## src/rtl/ars_pkg.sv

```systemverilog
// ars_pkg: shared types and constants for the autorange selector
// register indexes, level status codes and fixed field widths
// no dependencies
package ars_pkg;

   localparam int TIME_W      = 48;
   localparam int READING_W   = 12;
   localparam int LOW_W       = 10;
   localparam int HIGH_W      = 11;
   localparam int HYST_W      = 9;
   localparam int SETTLE_W    = 9;
   localparam int SETTLE_US_W = 19;
   localparam int CSR_DATA_W  = 11;
   localparam int CSR_IDX_W   = 2;
   localparam int ENABLES_W   = 8;
   localparam int INDEX_W     = 3;
   localparam int STATUS_W    = 2;

   localparam int US_PER_MS = 1000;

   typedef enum logic [CSR_IDX_W-1:0] {
      CSR_LOW_THRESHOLD  = 2'd0,
      CSR_HIGH_THRESHOLD = 2'd1,
      CSR_HYSTERESIS     = 2'd2,
      CSR_SETTLE         = 2'd3
   } csr_index_type;

   typedef logic [STATUS_W-1:0] status_type;

   localparam status_type STATUS_WITHIN = 2'b00;
   localparam status_type STATUS_ABOVE  = 2'b01;
   localparam status_type STATUS_BELOW  = 2'b11;

   localparam logic [LOW_W-1:0]       LOW_RESET       = 10'd200;
   localparam logic [HIGH_W-1:0]      HIGH_RESET      = 11'd1800;
   localparam logic [HYST_W-1:0]      HYST_RESET      = 9'd50;
   localparam logic [SETTLE_US_W-1:0] SETTLE_US_RESET = 19'd150000;

endpackage

```

## src/rtl/autorange_selector_top.sv

```systemverilog
// autorange_selector_top: hysteretic auto-ranging over one-hot range drives
// depends on ars_pkg for register indexes, status codes and widths
//
// Usage:
//   req_ channel: one level reading, the auto-enable level and a microsecond
//   timestamp per transfer. rsp_ channel: range enables, range index, level
//   status and a changed flag, exactly one result per request.
//   csr_ channel: register writes (index, data), always ready; write only
//   while no request is in flight.
//   A request passes through the request register and then the result register,
//   which drives rsp_valid. One request can be taken every cycle while rsp_stall
//   is low: the request register feeds the decision logic, which writes the range
//   state and the result register in the same cycle.
//   When rsp_stall is high and the result register is full, the request
//   register holds its item and req_stall rises; nothing is dropped.
//   Synchronous reset restores the register defaults, turns all ranges off,
//   selects range 0, clears the switch time and empties both stages.
module autorange_selector_top #(
   parameter int NUM_RANGES = 8
) (
   input  logic                              clock,
   input  logic                              reset,

   input  logic                              req_valid,
   output logic                              req_stall,
   input  logic [ars_pkg::READING_W-1:0]     req_reading_mv,
   input  logic                              req_auto_active,
   input  logic [ars_pkg::TIME_W-1:0]        req_now_us,

   output logic                              rsp_valid,
   input  logic                              rsp_stall,
   output logic [ars_pkg::ENABLES_W-1:0]     rsp_range_enables,
   output logic [ars_pkg::INDEX_W-1:0]       rsp_range_index,
   output logic signed [ars_pkg::STATUS_W-1:0] rsp_level_status,
   output logic                              rsp_range_changed,

   input  logic                              csr_valid,
   output logic                              csr_ready,
   input  logic [ars_pkg::CSR_IDX_W-1:0]     csr_index,
   input  logic [ars_pkg::CSR_DATA_W-1:0]    csr_wdata
);

   localparam int RW   = (NUM_RANGES > 1) ? $clog2(NUM_RANGES) : 1;
   localparam int EXTW = (RW > ars_pkg::INDEX_W) ? RW : ars_pkg::INDEX_W;
   localparam logic [RW-1:0] TOP_RANGE = RW'(NUM_RANGES - 1);

   // configuration
   logic [ars_pkg::LOW_W-1:0]       low_ff;
   logic [ars_pkg::HIGH_W-1:0]      high_ff;
   logic [ars_pkg::HYST_W-1:0]      hyst_ff;
   logic [ars_pkg::SETTLE_US_W-1:0] settle_us_ff;
   logic [ars_pkg::SETTLE_US_W-1:0] settle_us_in;
   logic                            csr_write;

   // request register
   logic                            s1_valid_ff;
   logic [ars_pkg::READING_W-1:0]   s1_reading_ff;
   logic                            s1_auto_ff;
   logic [ars_pkg::TIME_W-1:0]      s1_now_ff;

   // range state
   logic                            auto_was_on_ff, auto_was_on_in;
   logic [RW-1:0]                   range_ff, range_in;
   logic                            driven_ff, driven_in;
   logic [ars_pkg::TIME_W-1:0]      last_switch_ff, last_switch_in;

   // result register
   logic                            rsp_valid_ff;
   logic [ars_pkg::ENABLES_W-1:0]   enables_ff, enables_in;
   logic [ars_pkg::INDEX_W-1:0]     index_ff, index_in;
   ars_pkg::status_type             status_ff, status_in;
   logic                            changed_ff, changed_in;

   logic                            advance;
   logic                            req_xfer;
   logic [ars_pkg::TIME_W-1:0]      elapsed;
   logic                            settled;
   logic [ars_pkg::READING_W-1:0]   up_limit;
   logic [ars_pkg::READING_W:0]     reading_plus_hyst;
   logic                            step_up;
   logic                            step_down;
   logic [EXTW-1:0]                 range_ext;

   assign csr_ready = 1'b1;
   assign csr_write = csr_valid & csr_ready;
   assign settle_us_in = ars_pkg::SETTLE_US_W'(csr_wdata[ars_pkg::SETTLE_W-1:0])
                       * ars_pkg::SETTLE_US_W'(ars_pkg::US_PER_MS);

   always_ff @(posedge clock) begin
      if (reset) begin
         low_ff       <= ars_pkg::LOW_RESET;
         high_ff      <= ars_pkg::HIGH_RESET;
         hyst_ff      <= ars_pkg::HYST_RESET;
         settle_us_ff <= ars_pkg::SETTLE_US_RESET;
      end else if (csr_write) begin
         case (ars_pkg::csr_index_type'(csr_index))
            ars_pkg::CSR_LOW_THRESHOLD: begin
               low_ff <= csr_wdata[ars_pkg::LOW_W-1:0];
            end
            ars_pkg::CSR_HIGH_THRESHOLD: begin
               high_ff <= csr_wdata[ars_pkg::HIGH_W-1:0];
            end
            ars_pkg::CSR_HYSTERESIS: begin
               hyst_ff <= csr_wdata[ars_pkg::HYST_W-1:0];
            end
            ars_pkg::CSR_SETTLE: begin
               settle_us_ff <= settle_us_in;
            end
            default: begin
            end
         endcase
      end
   end

   // handshake: the request stage moves on when the result register is empty or being taken
   assign advance   = s1_valid_ff & (~rsp_valid_ff | ~rsp_stall);
   assign req_stall = s1_valid_ff & ~advance;
   assign req_xfer  = req_valid & ~req_stall;

   always_ff @(posedge clock) begin
      if (reset) begin
         s1_valid_ff <= 1'b0;
      end else if (req_xfer) begin
         s1_valid_ff <= 1'b1;
      end else if (advance) begin
         s1_valid_ff <= 1'b0;
      end
   end

   always_ff @(posedge clock) begin
      if (req_xfer) begin
         s1_reading_ff <= req_reading_mv;
         s1_auto_ff    <= req_auto_active;
         s1_now_ff     <= req_now_us;
      end
   end

   // decision logic
   assign elapsed  = s1_now_ff - last_switch_ff;
   assign settled  = elapsed >= ars_pkg::TIME_W'(settle_us_ff);
   assign up_limit = ars_pkg::READING_W'(high_ff) + ars_pkg::READING_W'(hyst_ff);
   // reading < low - hyst, rearranged to stay unsigned
   assign reading_plus_hyst = (ars_pkg::READING_W+1)'(s1_reading_ff)
                            + (ars_pkg::READING_W+1)'(hyst_ff);
   assign step_up   = (s1_reading_ff > up_limit) & (range_ff < TOP_RANGE);
   assign step_down = (reading_plus_hyst < (ars_pkg::READING_W+1)'(low_ff))
                    & (range_ff != '0);

   always_comb begin
      auto_was_on_in = auto_was_on_ff;
      range_in       = range_ff;
      driven_in      = driven_ff;
      last_switch_in = last_switch_ff;
      changed_in     = 1'b0;

      if (ars_pkg::READING_W'(low_ff) > s1_reading_ff) begin
         status_in = ars_pkg::STATUS_BELOW;
      end else if (s1_reading_ff > ars_pkg::READING_W'(high_ff)) begin
         status_in = ars_pkg::STATUS_ABOVE;
      end else begin
         status_in = ars_pkg::STATUS_WITHIN;
      end

      if (s1_auto_ff && !auto_was_on_ff) begin
         range_in       = '0;
         driven_in      = 1'b1;
         last_switch_in = s1_now_ff;
         auto_was_on_in = 1'b1;
         changed_in     = 1'b1;
      end else if (!s1_auto_ff && auto_was_on_ff) begin
         driven_in      = 1'b0;
         auto_was_on_in = 1'b0;
         changed_in     = 1'b1;
      end else if (s1_auto_ff && settled) begin
         if (step_up) begin
            range_in       = range_ff + RW'(1);
            last_switch_in = s1_now_ff;
            changed_in     = 1'b1;
         end else if (step_down) begin
            range_in       = range_ff - RW'(1);
            last_switch_in = s1_now_ff;
            changed_in     = 1'b1;
         end
      end

      range_ext = EXTW'(range_in);
      index_in  = range_ext[ars_pkg::INDEX_W-1:0];
      // only the first eight drives are visible on the port
      for (int i = 0; i < ars_pkg::ENABLES_W; i++) begin
         enables_in[i] = driven_in & (range_ext == EXTW'(i));
      end
   end

   always_ff @(posedge clock) begin
      if (reset) begin
         auto_was_on_ff <= 1'b0;
         range_ff       <= '0;
         driven_ff      <= 1'b0;
         last_switch_ff <= '0;
      end else if (advance) begin
         auto_was_on_ff <= auto_was_on_in;
         range_ff       <= range_in;
         driven_ff      <= driven_in;
         last_switch_ff <= last_switch_in;
      end
   end

   always_ff @(posedge clock) begin
      if (reset) begin
         rsp_valid_ff <= 1'b0;
      end else if (advance) begin
         rsp_valid_ff <= 1'b1;
      end else if (!rsp_stall) begin
         rsp_valid_ff <= 1'b0;
      end
   end

   always_ff @(posedge clock) begin
      if (advance) begin
         enables_ff <= enables_in;
         index_ff   <= index_in;
         status_ff  <= status_in;
         changed_ff <= changed_in;
      end
   end

   assign rsp_valid         = rsp_valid_ff;
   assign rsp_range_enables = enables_ff;
   assign rsp_range_index   = index_ff;
   assign rsp_level_status  = status_ff;
   assign rsp_range_changed = changed_ff;

endmodule
```

## config.mk

```make
export PLATFORM = sky130hd
export DESIGN_NAME = autorange_selector_top
export DESIGN_NICKNAME = d
export VERILOG_FILES = /design/src/rtl/ars_pkg.sv /design/src/rtl/autorange_selector_top.sv
export SDC_FILE = /design/constraint.sdc
export NUM_CORES = 1
export LEC_CHECK = 0
export BUFFER_PORTS_ARGS = -buffer_cell sky130_fd_sc_hd__buf_2
export CAP_MARGIN = 20
export CORE_MARGIN = 5
export CORE_UTILIZATION = 40
export CTS_CLUSTER_DIAMETER = 120
export CTS_CLUSTER_SIZE = 30
export DETAILED_ROUTE_END_ITERATION = 8
export GPL_TIMING_DRIVEN = 0
export PLACE_DENSITY_LB_ADDON = 0.08
export SYNTH_ARGS = -nofsm -noshare
export SYNTH_HDL_FRONTEND = slang
export SYNTH_SLANG_ARGS = --single-unit
```

## constraint.sdc

```tcl
create_clock -name clock -period 6.93 [get_ports clock]
set_input_delay 0.3465 -clock clock [delete_from_list [all_inputs] [get_ports clock]]
set_output_delay 0.3465 -clock clock [all_outputs]
set_load 0.03 [all_outputs]
```

==> reports/summary.txt <==
Post-Syn Nets: 1795
Die Width: 193 microns
CP most frequent cell: nand4_1
Worst Path Required: 7.25 ns
CP Class: reg2reg
Hold Buf Count CTS: 0
largest cells by area after synthesis: edfxtp_1 (17%), ha_1 (16%), dfxtp_1 (15%)
Hold Crit Start: req_now_us[33]
switching power: 0.00113 W
maximum vdd drop: 189 uV
Synth top area share: 16.8%
ant diodes: 0
power share of the clock group: 28.4%
combinational share of power: 34.8%
status: complete, no violations
# IOs: 96
FF-to-FF path depth: 21
num rows: 67
endpoints failing hold: 0
Sw Share: 35.2%
fin. max-slew vios: 0
via count: 11.2k
Final Util: 45.1%
# DRC: 0
post-route cell area: 0.0150 sq mm
Post-synth EDFFs: 75
pwr dens: 213 mW/mm^2
RSZ-0062 raised after global routing: no
crit end category: register
clk sinks: 176
Vert. Die Dim: 193 microns
commonest cells after routing, fill and taps aside: ha_1 (167), nand2_1 (154), inv_1 (150), nor2_1 (130), a21oi_1 (126)
R2R Path Start: s1_now_ff[13]
worst-skew pair later-pin latency: 0.46 ns
count of different cell masters after synthesis: 81
GPL Wtd Cong: 0.902
leak pwr: 6.50 nW
layout cells sized above 1: 10.1%
buffer and inverter count on the worst path: 4
Area after DPL: 0.0145 sq mm
global-route wire length before repair: 57700 microns
largest net degree at the start of global routing: 34
DRT antenna net count: 0
Main synth FF type: dfxtp_1
syn avg cell area: 8.82 sq um
final worst-path cycle share: 80.6%
Reg power frac: 36.8%
Congestion Overflow GR: 0
clk_skew: 0.0115 ns
clock buffer depth: 2
post-synthesis cell count: 1520
Synth async-reset ratio: 0%
CP max stage delay: 0.51 ns
cts repair resizes: 0
DR vias/cell: 5.34
commonest non-fill, non-tap cell in the layout: ha_1
Critical Path Fanout Max: 10
crit path DAT: 5.91 ns
register area share after synthesis: 31.9%
fmax: 179 MHz
Post-Route WL: 35700 microns
worst-path cell chain: ha_1, buf_2, nand4_1, or3_1, a31oi_1, a21o_1, xor2_1, ha_1, a2111oi_0, o2111ai_1, nor4_1, nand4_1, nor4_1, nand4_1, o31ai_4, a211o_1, buf_4, buf_12, buf_12, mux2i_1, nor2_1
Starting Density: 40.3%
post-synth top area cell: edfxtp_1
Die ar.: 0.0373 sq mm
CTS Buf Count: 17
port bufs: 93
critical path's slowest cell: a2111oi_0
Post-DP HPWL: 28900 microns
mapped cell area: 0.0134 sq mm
vias in the first global route: 11.0k
crit path time final: 5.58 ns
internal cell power: 0.00208 W
Placeable Area: 0.0333 sq mm
# H-tree levels: 4
Initial DRC Count: 511
GRT Util Overall: 19.6%
flop2flop setup slack: 1.35 ns
Worst slew margin: 41.1%
CTS clock-pin slew for the worst setup and hold paths: 0.07 ns
max-cap viol count: 0
initial antenna violation count: 0
Pre-Repair DR Iteration Count: 6
CP Launch Type: register
synth warn: 0
setup TNS: 0 ns
routed len/inst: 17.0 microns
root buffer cell: clkbuf_16
hold path depth: 1
Setup Buffers After CTS: 0
area growth from synthesis to layout: 12.1%
Least-Margin Pin Slew: 0.883 ns
worst min path class: in2reg
CTS tree: built
Worst Hold Endpoint: s1_now_ff[33]
r2r endpoint: last_switch_ff[36]
kind of cell adding the most delay to the critical path: compound AO/OA/AOI/OAI gates
setup violators final: 0
nets: 1909
Seq cells post-synth: 176
## kinds of logic (layout without fill, tap and decap cells)
logic type               count (synthesis)  after routing  synth area share, %
flip-flops                             176            176                 31.9
multiplexers                            58             58                 4.36
buffers and inverters                  203            330                 6.33
other                                    1              1               0.0280
XOR/XNOR                                48             48                 3.14
adder cells (fa/ha/maj)                196            196                 19.9
AO/OA/AOI/OAI                          374            374                 18.0
AND/OR/NAND/NOR                        464            464                 16.3
## Yosys cell counts, types with 4 or more instances
| library cell | n |
|---|---|
| inv_1 | 150 |
| and3_1 | 10 |
| mux2i_1 | 55 |
| buf_2 | 12 |
| o31ai_1 | 5 |
| a211oi_1 | 5 |
| a31oi_1 | 11 |
| o21ai_1 | 8 |
| o211a_1 | 4 |
| dfxtp_1 | 101 |
| nor4_1 | 14 |
| or2_2 | 6 |
| nand2_1 | 154 |
| nor2_1 | 130 |
| nand3_1 | 21 |
| o211ai_1 | 25 |
| fa_1 | 29 |
| edfxtp_1 | 75 |
| a21oi_1 | 126 |
| nor3_1 | 27 |
| o21bai_1 | 10 |
| o21a_1 | 26 |
| o311ai_0 | 4 |
| nand2b_1 | 13 |
| clkbuf_1 | 31 |
| o2111ai_1 | 6 |
| a21o_1 | 27 |
| xnor2_1 | 38 |
| and4_1 | 8 |
| nor2b_1 | 13 |
| xor2_1 | 10 |
| or3_1 | 12 |
| nand4_1 | 34 |
| a221oi_1 | 5 |
| buf_4 | 4 |
| a2111oi_0 | 5 |
| o21ai_0 | 61 |
| a211o_1 | 6 |
| ha_1 | 167 |
## worst max-delay path by stage
stage | start | end | slack (ns) | cells after the start
3_3_place_gp | s1_now_ff[0] | last_switch_ff[21] | 1.40 | 22
2_1_floorplan | high_ff[0] | rsp_range_enables[6] | 2.23 | 22
5_1_grt | high_ff[0] | last_switch_ff[28] | 0.82 | 24
3_5_place_dp | high_ff[0] | rsp_range_enables[6] | 1.33 | 22
6_report | s1_now_ff[13] | last_switch_ff[36] | 1.35 | 21
4_1_cts | high_ff[0] | rsp_range_enables[6] | 1.31 | 22
## state kept, by name, summed over array words and instances, names as in the netlist, 2 cells and up
register           count
s1_reading_ff         12
rsp_range_index        3
settle_us_ff          16
range_ff               3
s1_now_ff             48
last_switch_ff        48
high_ff               11
low_ff                10
rsp_range_enables      8
rsp_level_status       2
hyst_ff                9
## final cells by class
class,instances,area (sq um)
fill,3374,18300
multi-input combinational,1141,8290
sequential,176,4270
inverter,151,567
tap,448,561
timing repair buffer,95,513
clock buffer,19,433
buffer,52,282
clock inverter,13,104
## power groups by stage
| stage | sequential [W] | clock, W | combinational [W] |
|---|---|---|---|
| after floorplan | 0.00120 | 0 | 0.000827 |
| after global placement | 0.00120 | 0 | 0.00111 |
| after detailed placement | 0.00120 | 0 | 0.00112 |
| after CTS | 0.00118 | 0.000944 | 0.00113 |
| after global routing | 0.00119 | 0.000986 | 0.00128 |
| final | 0.00118 | 0.000908 | 0.00111 |
## worst reg2reg max path, stage by stage, from the launching register on
cell and delay, ns:
edfxtp_1 0.40, ha_1 0.29, buf_2 0.18, nand4_1 0.18, or3_1 0.43, a31oi_1 0.18
a21o_1 0.22, xor2_1 0.11, ha_1 0.21, a2111oi_0 0.51, o2111ai_1 0.21, nor4_1 0.36
nand4_1 0.13, nor4_1 0.35, nand4_1 0.23, o31ai_4 0.49, a211o_1 0.21, buf_4 0.18
buf_12 0.18, buf_12 0.16, mux2i_1 0.18, nor2_1 0.06
## per-layer routing
metal / global-route usage (%) / routed length, microns / up-vias / share of wire (%)
met5: 0 / 0 / - / 0
li1: - / - / 5686 / -
met2: 33.0 / 16900 / 220 / 47
met1: 26.3 / 16700 / 5232 / 47
met4: 5.07 / 636 / 0 / 1.8
met3: 3.47 / 1470 / 41 / 4.1
## metrics by stage
| step | total power (W) | cells | hold slack, ns | worst slack [ns] |
|---|---|---|---|---|
| 6_report | 0.00320 | 2095 | 0.0636 | 1.35 |
| 5_1_grt | 0.00345 | 2095 | 0.0360 | 0.817 |
| 4_1_cts | 0.00325 | 2095 | 0.0380 | 1.31 |
| 2_1_floorplan | 0.00203 | 1520 | 0.432 | 2.23 |
| 3_5_place_dp | 0.00232 | 2063 | 0.451 | 1.33 |
| 3_3_place_gp | 0.00231 | 2061 | 0.442 | 1.40 |
(Power assumes the default switching activity.)
